$ cat config.mk
export PLATFORM = sky130hd
export DESIGN_NAME = irq_line_penalty_allocator
export DESIGN_NICKNAME = d
export VERILOG_FILES = /design/src/sv/ilpa_pkg.sv /design/src/sv/irq_line_penalty_allocator.sv /design/src/sv/ilpa_cell.sv /design/src/sv/ilpa_update.sv
export VERILOG_INCLUDE_DIRS = /design/src /design/src/sv
export SDC_FILE = /design/constraint.sdc
export NUM_CORES = 1
export LEC_CHECK = 0
export ABC_AREA = 1
export BUFFER_PORTS_ARGS = -buffer_cell sky130_fd_sc_hd__buf_2
export CAP_MARGIN = 20
export CORE_MARGIN = 3
export CORE_UTILIZATION = 55
export DETAILED_ROUTE_END_ITERATION = 8
export PLACE_DENSITY = 0.75
export REMOVE_ABC_BUFFERS = 1
export SETUP_SLACK_MARGIN = 0.05
export SLEW_MARGIN = 20
export SYNTH_ARGS = -nofsm -noshare
export SYNTH_HDL_FRONTEND = slang
export SYNTH_SLANG_ARGS = --single-unit
$ cat constraint.sdc
create_clock -name clk -period 3 [get_ports clk]
set_clock_uncertainty 0.05 [all_clocks]
set_input_delay 0.45 -clock clk [delete_from_list [all_inputs] [get_ports clk]]
set_output_delay 0.45 -clock clk [all_outputs]
set_load 0.05 [all_outputs]
$ cat src/sv/irq_line_penalty_allocator_defines.svh
// Assertion macros for the interrupt line penalty allocator.
// No dependencies; included by files that carry concurrent checks.
`ifndef IRQ_LINE_PENALTY_ALLOCATOR_DEFINES_SVH
`define IRQ_LINE_PENALTY_ALLOCATOR_DEFINES_SVH

`ifndef SYNTHESIS
// Checks are clocked on clk and held off while rst_n is low.
`define ILPA_ASSERT(label, prop) \
    label: assert property (@(posedge clk) disable iff (!rst_n) prop) \
        else $error("ilpa: assertion failed");
`define ILPA_NEVER(label, cond) \
    `ILPA_ASSERT(label, !(cond))
`else
`define ILPA_ASSERT(label, prop)
`define ILPA_NEVER(label, cond)
`endif

`endif

$ cat src/sv/ilpa_pkg.sv
// Shared types, constants and reset table for the interrupt line penalty allocator.
// No dependencies; used by ilpa_cell, ilpa_update and the top level.
package ilpa_pkg;

    localparam int NUM_LINES    = 16;
    localparam int PENALTY_BITS = 24;
    localparam int LINE_W       = $clog2(NUM_LINES);
    localparam int PADDR_W      = 3;

    localparam logic [PENALTY_BITS-1:0] PEN_MAX = {PENALTY_BITS{1'b1}};
    localparam logic [PENALTY_BITS-1:0] CLR_LO  = PENALTY_BITS'(100);
    localparam logic [PENALTY_BITS-1:0] CLR_HI  = PENALTY_BITS'(100000);
    localparam logic [7:0]  PEN_STEP     = 8'd100;
    localparam logic [7:0]  RECORD_STEP  = 8'd1;
    localparam logic [15:0] USABLE_RESET = 16'hfff8;

    // commands
    localparam logic [1:0] CMD_PEN_LINE   = 2'd0;
    localparam logic [1:0] CMD_PEN_OTHERS = 2'd1;
    localparam logic [1:0] CMD_RECORD     = 2'd2;
    localparam logic [1:0] CMD_LOOKUP     = 2'd3;

    // result status codes
    localparam logic [2:0] ST_UPDATE   = 3'd0;
    localparam logic [2:0] ST_FOUND    = 3'd1;
    localparam logic [2:0] ST_ASSIGNED = 3'd2;
    localparam logic [2:0] ST_GUESSED  = 3'd3;
    localparam logic [2:0] ST_FAILED   = 3'd4;

    // config register index
    localparam logic REG_USABLE = 1'b0;

    localparam logic [19:0] DEFAULT_PEN [16] = '{
        20'd1000000, 20'd1000000, 20'd1000000, 20'd1000,
        20'd1000,    20'd0,       20'd1000,    20'd1000,
        20'd0,       20'd0,       20'd0,       20'd0,
        20'd1000,    20'd100000,  20'd100000,  20'd100000
    };

    typedef struct packed {
        logic [1:0]  command;
        logic [7:0]  irq_number;
        logic [15:0] irq_set;
        logic [15:0] free_irqs;
        logic        try_assign;
        logic [3:0]  current_irq;
        logic        can_set;
        logic        is_vga;
        logic        set_ok;
        logic [7:0]  share_count;
    } in_item_t;

    typedef struct packed {
        logic [2:0] status;
        logic [3:0] chosen_irq;
        logic [3:0] best_candidate;
    } out_item_t;

    // what the head update unit needs for one pass
    typedef struct packed {
        logic [1:0]  command;
        logic        charge;
        logic        charge_en;
        logic [7:0]  irq_number;
        logic [15:0] irq_set;
        logic [3:0]  chosen;
        logic [7:0]  share_count;
    } upd_ctl_t;

    function automatic logic [PENALTY_BITS-1:0] pen_reset(int line);
        logic [PENALTY_BITS-1:0] v;
        v = '0;
        if (line < 16)
        begin
            v = PENALTY_BITS'(DEFAULT_PEN[line[3:0]]);
        end
        return v;
    endfunction

endpackage

$ cat src/sv/irq_line_penalty_allocator.sv
// Top level of the interrupt line penalty allocator: control, scan, ring and APB register.
// Depends on ilpa_pkg, ilpa_cell, ilpa_update and irq_line_penalty_allocator_defines.svh.
//
// Penalties live in a ring of NUM_LINES cells that rotates one line per cycle, while a
// command scans or charges, through a shared update unit at its head; one transaction
// is handled at a time. An update command makes one ring revolution and then passes
// through S_DONE before the next command can be taken; a lookup makes one ring
// revolution to scan for the lowest penalty, decides in S_DECIDE, and makes a second
// revolution to charge the chosen line. Results sit in an output register, so a new
// command is accepted while the previous result is still waiting; a finished command
// holds in S_DONE until that register is empty or being emptied. usable_irqs is at
// byte address 0 and should only be written while no command is in flight.
`include "irq_line_penalty_allocator_defines.svh"

module irq_line_penalty_allocator (
    input  logic                              clk,
    input  logic                              rst_n,
    input  logic                              cmd_valid,
    output logic                              cmd_ready,
    input  ilpa_pkg::in_item_t                cmd,
    output logic                              res_valid,
    input  logic                              res_ready,
    output ilpa_pkg::out_item_t               res,
    input  logic                              psel,
    input  logic                              penable,
    input  logic                              pwrite,
    input  logic [ilpa_pkg::PADDR_W-1:0]      paddr,
    input  logic [31:0]                       pwdata,
    output logic [31:0]                       prdata,
    output logic                              pready
);

    localparam int N  = ilpa_pkg::NUM_LINES;
    localparam int LW = ilpa_pkg::LINE_W;
    localparam int PB = ilpa_pkg::PENALTY_BITS;
    localparam logic [LW-1:0] LAST = LW'(N - 1);

    typedef enum logic [2:0] {
        S_IDLE,
        S_SCAN,
        S_DECIDE,
        S_CHARGE,
        S_DONE
    } state_t;

    state_t              state_reg;
    logic [LW-1:0]       cnt_reg;
    ilpa_pkg::in_item_t  item_reg;
    logic [15:0]         scan_mask_reg;
    logic [15:0]         excl_mask_reg;
    logic [LW-1:0]       best_idx_reg;
    logic [PB-1:0]       best_pen_reg;
    logic [2:0]          status_reg;
    logic [3:0]          chosen_reg;
    logic                res_valid_reg;
    ilpa_pkg::out_item_t res_reg;
    logic [15:0]         usable_reg;

    logic [PB-1:0]       ring_out [N];
    logic [PB-1:0]       head_next;
    logic                shift;
    ilpa_pkg::upd_ctl_t  ctl;
    logic [15:0]         scan_sh;
    logic                better;
    logic                cfg_wr;
    logic                best_nz;
    logic                can_assign;
    logic                single_line;
    logic [2:0]          dec_status;
    logic [3:0]          dec_chosen;

    // ring of cells, head is cell 0, head update re-enters at the tail
    assign shift = (state_reg == S_SCAN) || (state_reg == S_CHARGE);

    for (genvar i = 0; i < N; i++)
    begin : g_cell
        logic [PB-1:0] cell_in;
        if (i == N - 1)
        begin : g_tail
            assign cell_in = head_next;
        end
        else
        begin : g_link
            assign cell_in = ring_out[i + 1];
        end
        ilpa_cell u_cell (
            .clk         (clk),
            .rst_n       (rst_n),
            .reset_value (ilpa_pkg::pen_reset(i)),
            .shift       (shift),
            .data_in     (cell_in),
            .data_out    (ring_out[i])
        );
    end

    assign ctl.command     = item_reg.command;
    assign ctl.charge      = (state_reg == S_CHARGE);
    assign ctl.charge_en   = (status_reg != ilpa_pkg::ST_FAILED);
    assign ctl.irq_number  = item_reg.irq_number;
    assign ctl.irq_set     = item_reg.irq_set;
    assign ctl.chosen      = chosen_reg;
    assign ctl.share_count = item_reg.share_count;

    ilpa_update u_update (
        .ctl       (ctl),
        .line      (cnt_reg),
        .head      (ring_out[0]),
        .head_next (head_next)
    );

    // scan compare against the best penalty so far
    assign scan_sh = scan_mask_reg >> cnt_reg;
    assign better  = item_reg.try_assign && scan_sh[0] && (ring_out[0] < best_pen_reg);

    // lookup decision
    assign best_nz     = (best_idx_reg != '0);
    assign can_assign  = item_reg.can_set && !item_reg.is_vga && item_reg.set_ok;
    assign single_line = (excl_mask_reg == (16'd1 << best_idx_reg));

    always_comb
    begin
        if (item_reg.current_irq != 4'd0)
        begin
            dec_status = ilpa_pkg::ST_FOUND;
            dec_chosen = item_reg.current_irq;
        end
        else if (best_nz && can_assign)
        begin
            dec_status = ilpa_pkg::ST_ASSIGNED;
            dec_chosen = 4'(best_idx_reg);
        end
        else if (best_nz && single_line)
        begin
            dec_status = ilpa_pkg::ST_GUESSED;
            dec_chosen = 4'(best_idx_reg);
        end
        else
        begin
            dec_status = ilpa_pkg::ST_FAILED;
            dec_chosen = 4'd0;
        end
    end

    assign cfg_wr = psel && penable && pwrite && (paddr[2] == ilpa_pkg::REG_USABLE);

    always_ff @(posedge clk or negedge rst_n)
    begin
        if (!rst_n)
        begin
            state_reg     <= S_IDLE;
            cnt_reg       <= '0;
            item_reg      <= '0;
            scan_mask_reg <= '0;
            excl_mask_reg <= '0;
            best_idx_reg  <= '0;
            best_pen_reg  <= '0;
            status_reg    <= ilpa_pkg::ST_UPDATE;
            chosen_reg    <= '0;
            res_valid_reg <= 1'b0;
            res_reg       <= '0;
            usable_reg    <= ilpa_pkg::USABLE_RESET;
        end
        else
        begin
            if (cfg_wr)
            begin
                usable_reg <= pwdata[15:0];
            end
            // in S_DONE the valid flag is handled by the refill below
            if (res_valid_reg && res_ready && (state_reg != S_DONE))
            begin
                res_valid_reg <= 1'b0;
            end
            unique case (state_reg)
                S_IDLE:
                begin
                    if (cmd_valid)
                    begin
                        item_reg      <= cmd;
                        scan_mask_reg <= cmd.irq_set & usable_reg & cmd.free_irqs;
                        excl_mask_reg <= cmd.irq_set & usable_reg;
                        best_idx_reg  <= '0;
                        status_reg    <= ilpa_pkg::ST_UPDATE;
                        chosen_reg    <= '0;
                        cnt_reg       <= '0;
                        state_reg     <= S_SCAN;
                    end
                end
                S_SCAN:
                begin
                    if (item_reg.command == ilpa_pkg::CMD_LOOKUP)
                    begin
                        // line 0 seeds the best penalty whatever the masks say
                        if (cnt_reg == '0)
                        begin
                            best_pen_reg <= ring_out[0];
                        end
                        else if (better)
                        begin
                            best_pen_reg <= ring_out[0];
                            best_idx_reg <= cnt_reg;
                        end
                    end
                    if (cnt_reg == LAST)
                    begin
                        cnt_reg   <= '0;
                        state_reg <= (item_reg.command == ilpa_pkg::CMD_LOOKUP)
                                     ? S_DECIDE : S_DONE;
                    end
                    else
                    begin
                        cnt_reg <= cnt_reg + 1'b1;
                    end
                end
                S_DECIDE:
                begin
                    status_reg <= dec_status;
                    chosen_reg <= dec_chosen;
                    state_reg  <= S_CHARGE;
                end
                S_CHARGE:
                begin
                    if (cnt_reg == LAST)
                    begin
                        cnt_reg   <= '0;
                        state_reg <= S_DONE;
                    end
                    else
                    begin
                        cnt_reg <= cnt_reg + 1'b1;
                    end
                end
                S_DONE:
                begin
                    if (!res_valid_reg || res_ready)
                    begin
                        res_reg.status         <= status_reg;
                        res_reg.chosen_irq     <= chosen_reg;
                        res_reg.best_candidate <= 4'(best_idx_reg);
                        res_valid_reg          <= 1'b1;
                        state_reg              <= S_IDLE;
                    end
                end
                default:
                begin
                    state_reg <= S_IDLE;
                end
            endcase
        end
    end

    assign cmd_ready = (state_reg == S_IDLE);
    assign res_valid = res_valid_reg;
    assign res       = res_reg;
    assign pready    = 1'b1;
    assign prdata    = (paddr[2] == ilpa_pkg::REG_USABLE) ? {16'd0, usable_reg} : 32'd0;

    `ILPA_ASSERT(a_res_from_done, $rose(res_valid_reg) |-> $past(state_reg == S_DONE))
    `ILPA_NEVER(a_cnt_range, int'(cnt_reg) >= N)
    `ILPA_ASSERT(a_failed_no_line,
        res_valid_reg && (res_reg.status == ilpa_pkg::ST_FAILED) |-> res_reg.chosen_irq == 4'd0)
    `ILPA_ASSERT(a_update_zero,
        res_valid_reg && (res_reg.status == ilpa_pkg::ST_UPDATE)
        |-> (res_reg.chosen_irq == 4'd0) && (res_reg.best_candidate == 4'd0))

endmodule

$ cat src/sv/ilpa_cell.sv
// One cell of the penalty ring: holds a single line's penalty.
// Depends on ilpa_pkg for the penalty width.
module ilpa_cell (
    input  logic                                 clk,
    input  logic                                 rst_n,
    input  logic [ilpa_pkg::PENALTY_BITS-1:0]    reset_value,
    input  logic                                 shift,
    input  logic [ilpa_pkg::PENALTY_BITS-1:0]    data_in,
    output logic [ilpa_pkg::PENALTY_BITS-1:0]    data_out
);

    logic [ilpa_pkg::PENALTY_BITS-1:0] pen_reg;

    // reset_value is tied to a constant per cell
    always_ff @(posedge clk or negedge rst_n)
    begin
        if (!rst_n)
        begin
            pen_reg <= reset_value;
        end
        else if (shift)
        begin
            pen_reg <= data_in;
        end
    end

    assign data_out = pen_reg;

endmodule

$ cat src/sv/ilpa_update.sv
// Head update unit: modifies the penalty leaving the ring head.
// Depends on ilpa_pkg for commands, constants and the control struct.
module ilpa_update (
    input  ilpa_pkg::upd_ctl_t                   ctl,
    input  logic [ilpa_pkg::LINE_W-1:0]          line,
    input  logic [ilpa_pkg::PENALTY_BITS-1:0]    head,
    output logic [ilpa_pkg::PENALTY_BITS-1:0]    head_next
);

    localparam int PB = ilpa_pkg::PENALTY_BITS;

    logic [7:0]    line_ext;
    logic [7:0]    rec_line;
    logic [15:0]   set_sh;
    logic          hit;
    logic          clear;
    logic [7:0]    amount;
    logic [PB-1:0] base;
    logic [PB:0]   sum;
    logic [PB-1:0] sat;

    assign line_ext = 8'(line);
    // out-of-range lines are recorded against line 0
    assign rec_line = (ctl.irq_number < 8'(ilpa_pkg::NUM_LINES)) ? ctl.irq_number : 8'd0;
    assign set_sh   = ctl.irq_set >> line;

    always_comb
    begin
        hit    = 1'b0;
        clear  = 1'b0;
        amount = '0;
        if (ctl.charge)
        begin
            hit    = ctl.charge_en && (line_ext == {4'b0, ctl.chosen});
            amount = ctl.share_count;
        end
        else
        begin
            case (ctl.command)
                ilpa_pkg::CMD_PEN_LINE:
                begin
                    hit    = (line_ext == ctl.irq_number);
                    amount = ilpa_pkg::PEN_STEP;
                end
                ilpa_pkg::CMD_PEN_OTHERS:
                begin
                    hit    = (ctl.irq_set != 16'd0) && !set_sh[0];
                    amount = ilpa_pkg::PEN_STEP;
                end
                ilpa_pkg::CMD_RECORD:
                begin
                    hit    = (line_ext == rec_line);
                    clear  = (head >= ilpa_pkg::CLR_LO) && (head < ilpa_pkg::CLR_HI);
                    amount = ilpa_pkg::RECORD_STEP;
                end
                default:
                begin
                    hit = 1'b0;
                end
            endcase
        end
    end

    assign base      = clear ? '0 : head;
    assign sum       = {1'b0, base} + (PB + 1)'(amount);
    assign sat       = sum[PB] ? ilpa_pkg::PEN_MAX : sum[PB-1:0];
    assign head_next = hit ? sat : head;

endmodule
==> implementation parameters, run 1 <==
Parameter                              Value

Outcome
  Result of the run    finished, violations left
  Violated checks    setup timing

Synthesis
  Mapped Cells    2731
  Post-Syn Area per Cell    8.36 sq um
  Cell type with the highest aggregate area in the netlist    dfrtp_1
  Synth top area cells    dfrtp_1 (49%), nand2_1 (21%), dfstp_2 (9.4%)
  Post-synth EDFFs    0
  Unique masters post-synth    40
  Post-Syn Area    22800 sq um
  Async set or reset register ratio after synthesis    100%
  FF+latch count, synth    528
  Fraction of the yosys area taken by sequential cells    58.4%
  Primary flip-flop cell chosen by synthesis mapping    dfrtp_1
  Yosys Warn Count    0
  Area share of the leading cell type in the synthesized netlist    48.9%

Power
  Power density normalized to cell area    1120 nW/um^2
  Total leakage power    13.9 nW
  Maximum VDD drop    919 uV

STA
  Number of setup violations in the final report    24
  Final setup margin    -0.195 ns
  Final Max Slew Viols    0
  Final hold violations    0
  Setup repair after global routing missed its margin    true
  Highest Clock Rate    0.313 GHz
  Worst slew margin relative to its limit    14.8%
  Share of the cycle needed by the critical path after routing    106%
  Pin slew with the least headroom to its limit    1.28 ns
  Final critical path time including I/O delays and setup    3.19 ns
  Setup_tns    -3.12 ns

Critical path
  Crit path capture type    flip-flop
  Startpoint of the most critical register-to-register path    g_cell[0].u_cell.data_out[6]
  Arrival time reported for the critical path endpoint    3.66 ns
  Standard cell with the maximum stage delay on the critical path    dfstp_2
  R2R setup slack    -0.19 ns
  Max FO, Critical Path    6
  End of the worst register-to-register path    g_cell[15].u_cell.data_out[23]
  Setup crit start kind    flip-flop
  Delay of the slowest critical-path stage    0.54 ns
  Worst R2R Path Depth    19
  Endpoint required time on the critical path    3.46 ns
  Ordered list of cells on the worst path    nand2_1 > o21bai_4 > nand3_2 > nand2_2 > nor2_4 > buf_12 > buf_6 > nor2_4 > ha_4 > buf_4 > nand4_1 > o21ai_2 > nand4_1 > buf_4 > a21oi_4 > nand4_1 > nand3_2 > nand2_1 > nand2_1
  Path type of the worst setup path    flip-flop to flip-flop

Final layout
  FILL cells    3285
  Share of layout cells above drive strength 1    17.0%
  Number of flip-flops in the largest register    384
  Total Nets Final    3037
  Area added between synthesis and finish    17.7%
  Total inserted antenna cells    0

GRT
  Overall global routing resource usage    23.2%
  Total gr overflow    0
  Number of global-route vias before repair    17388
  Pin count of the biggest net entering global routing    254
  Antenna violations before repair    0
  First-pass GRT wire length    85.6 mm

Clocking
  Clock-pin slew on the worst setup and hold paths    0.06 ns
  Clock sinks    528
  Largest buffer count on any clock path    3
  Depth of the CTS H-tree    2
  Number of clock buffers inserted by TritonCTS    53
  CTS Root Buffer Type    clkbuf_16
  Clock tree from TritonCTS    yes
  Worst-skew pair later-pin latency    0.59 ns

Routing
  DR pass1 iterations    6
  Via count normalized by instance count    5.16
  Total vias in the final route    17931
  Routed wire length per instance    14.8 um
  Wire length reported by the detailed router    51.2 mm
  Post-route antenna net violation count    0
  Number of remaining DRC errors    0
  1st-iter DRT viols    1463

Place
  Port-buffer cells    110
  Final estimated routing congestion in global placement    0.867
  HPWL after DPL    32.6 mm
  Pre-CTS worst setup slack    -0.307 ns

Floorplanning
  Core area    40400 sq um
  FP Rows    73
  Overall die height    210 um
  Effective utilization at floorplan    56.5%
  Die Footprint    44000 sq um
  DIE WIDTH    210 um
  IO Count    146

Min path
  Path type of the worst min-delay path    input pin to flip-flop
  Hold path endpoint    item_reg[10]
  Min-delay src    cmd[10]
  Hold depth    3

Run
  Number of max-cap violations    0
critical path, delay by kind of cell, from the launching register on:
kind	cells	cell delay (ns)
AO/OA/AOI/OAI	3	0.61
adder cells (fa/ha/maj)	1	0.27
buffers and inverters	4	0.59
flip-flops	1	0.54
AND/OR/NAND/NOR	11	1.07
logic make-up after synthesis:
logic type,share of synthesized area [%]
simple gates,25.4
xor+xnor,0.883
compound gates,7.17
mux,0.148
other cells,0.0329
buf+inv,6.13
flops,58.4
fa+ha+maj,1.90
Yosys cell counts (all sizes together) (3+ instances only):
cell / number
a21oi: 70
buf: 44
clkbuf: 99
dfrtp: 446
dfstp: 82
ha: 33
inv: 198
mux2: 3
nand2: 1258
nand3: 64
nand3b: 3
nand4: 30
nor2: 119
nor3: 8
nor4: 4
o211ai: 3
o21ai: 214
o22ai: 15
xnor2: 6
xor2: 17
power by group:
group	internal [mW]	total, mW	switching, mW	leakage (nW)
clock	3.98	6.69	2.71	0.862
sequential	9.99	11.5	1.50	6.81
combinational	4.25	11.9	7.65	6.28
total	18.2	30.1	11.9	13.9
worst max path at each step:
stage	start	end	slack [ns]	cells past startpoint
3_3_place_gp	g_cell[0].u_cell.data_out[19]	g_cell[15].u_cell.data_out[13]	-0.30	23
3_5_place_dp	state_reg[0]	g_cell[15].u_cell.data_out[13]	-0.31	25
4_1_cts	g_cell[0].u_cell.data_out[12]	g_cell[15].u_cell.data_out[13]	-0.16	25
2_1_floorplan	state_reg[2]	best_pen_reg[0]	-8.68	12
5_1_grt	g_cell[0].u_cell.data_out[6]	g_cell[15].u_cell.data_out[22]	-0.37	25
6_report	g_cell[0].u_cell.data_out[6]	g_cell[15].u_cell.data_out[23]	-0.19	19
layout by cell type (no fill, tap or decap), types with 29 or more instances in the layout:
cell type / instances
buf_4: 102
inv_1: 182
nand3_1: 48
clkbuf_16: 55
o21ai_1: 29
dfrtp_1: 446
nand2_1: 1242
dfstp_2: 82
nand4_1: 30
buf_2: 109
o21ai_0: 175
nor2_1: 97
a21oi_1: 65
metal layers:
| metal | part of all wire, % | wire, um | track usage (%) |
|---|---|---|---|
| met1 | 46 | 23800 | 33.8 |
| met2 | 48 | 24400 | 37.2 |
| met3 | 4.0 | 2050 | 3.12 |
| met4 | 1.9 | 991 | 6.37 |
| met5 | 0 | 0 | 0 |
through the flow:
stage / util [%] / total power, mW / hold WS, ns / cell area (sq um) / instances
3_5_place_dp: 60.3 / 22.3 / 0.403 / 24300 / 3343
4_1_cts: 65.5 / 29.6 / 0.00171 / 26500 / 3461
2_1_floorplan: - / 18.0 / 0.104 / 22200 / 2603
6_report: 66.5 / 30.1 / 0.0268 / 26900 / 3472
3_3_place_gp: 60.3 / 21.9 / 0.401 / 24300 / 3342
5_1_grt: 66.5 / 32.3 / 0.0282 / 26900 / 3472
timing repair:
| action | 4_1_cts | 5_1_grt |
|---|---|---|
| endpoints found under the hold margin | 54 | 0 |
| hold buffers | 8 | 0 |
| gates resized for setup | 43 | 77 |
| endpoints found under the setup margin | 107 | 135 |
| gates cloned | 2 | 0 |
| pin swaps | 25 | 49 |
| setup buffers | 9 | 12 |
layout make-up:
| type | count | area (sq um) | area share, % |
|---|---|---|---|
| Multi-Input combinational cell | 1875 | 8560 | 31.9 |
| Tap cell | 525 | 657 | 2.45 |
| Timing Repair Buffer | 245 | 1810 | 6.73 |
| Clock buffer | 82 | 1550 | 5.76 |
| Sequential cell | 528 | 13300 | 49.6 |
| Inverter | 200 | 761 | 2.83 |
| Clock inverter | 17 | 219 | 0.815 |
No activity file was read; power rests on OpenSTA's default activity.
==> run 2: changes to the inputs <==
Settings changed: CORE_MARGIN 3 to default, CORE_UTILIZATION 55 to default, PLACE_DENSITY 0.75 to default, SYNTH_HIERARCHICAL from default to 1.
==> run 2 against run 1 <==
Effect of this change: the flow now stops in synthesis.
==> implementation parameters, run 2 <==
Parameter                              Value

Synthesis
  Total cells reported by yosys after synthesis    1293
  FF+latch count, synth    144
  Primary flip-flop cell chosen by synthesis mapping    dfrtp_1
  Async set or reset register ratio after synthesis    100%
  YS chip area    9070 sq um
  Post-synth EDFFs    0
  Post-synth top cells    nand2_1 (394), nor2_1 (167), inv_1 (158)
  Yosys Warn Count    0
  Area share of the leading cell type in the synthesized netlist    36.2%
  Fraction of the yosys area taken by sequential cells    39.9%
  Most frequent cell after synthesis    nand2_1
  Cell type with the highest aggregate area in the netlist    dfrtp_1
  Unique masters post-synth    42
  Synth top area cells    dfrtp_1 (36%), nand2_1 (16%), nor2_1 (6.9%)

Outcome
  Error that ended the run    ERROR: Found 384 problems in 'check -assert'.
  Result of the run    stopped before the end
  Terminating stage of the flow    synthesis
-- run 2: cell count changes after synthesis, moves of 9 or more --
cell	previous run	this run
o21ai_0	180	65
o21ai_1	34	4
a21oi_2	1	10
inv_1	185	158
nand3_1	63	102
dfrtp_1	446	131
nand2_1	1257	394
clkbuf_1	99	19
inv_2	13	3
nor2_1	114	167
dfstp_2	82	13
a21oi_1	69	50
-- run 2: logic make-up after synthesis --
kind of cell | count (synthesis) | synth area share, %
DFF | 144 | 39.9
xor gates and xnor gates | 23 | 2.22
AOI/OAI and AO/OA | 142 | 8.53
muxes | 4 | 0.497
buffers and inverters | 221 | 10.7
and+or+nand+nor | 723 | 33.2
other | 2 | 0.0828
adders and majority gates | 34 | 4.77
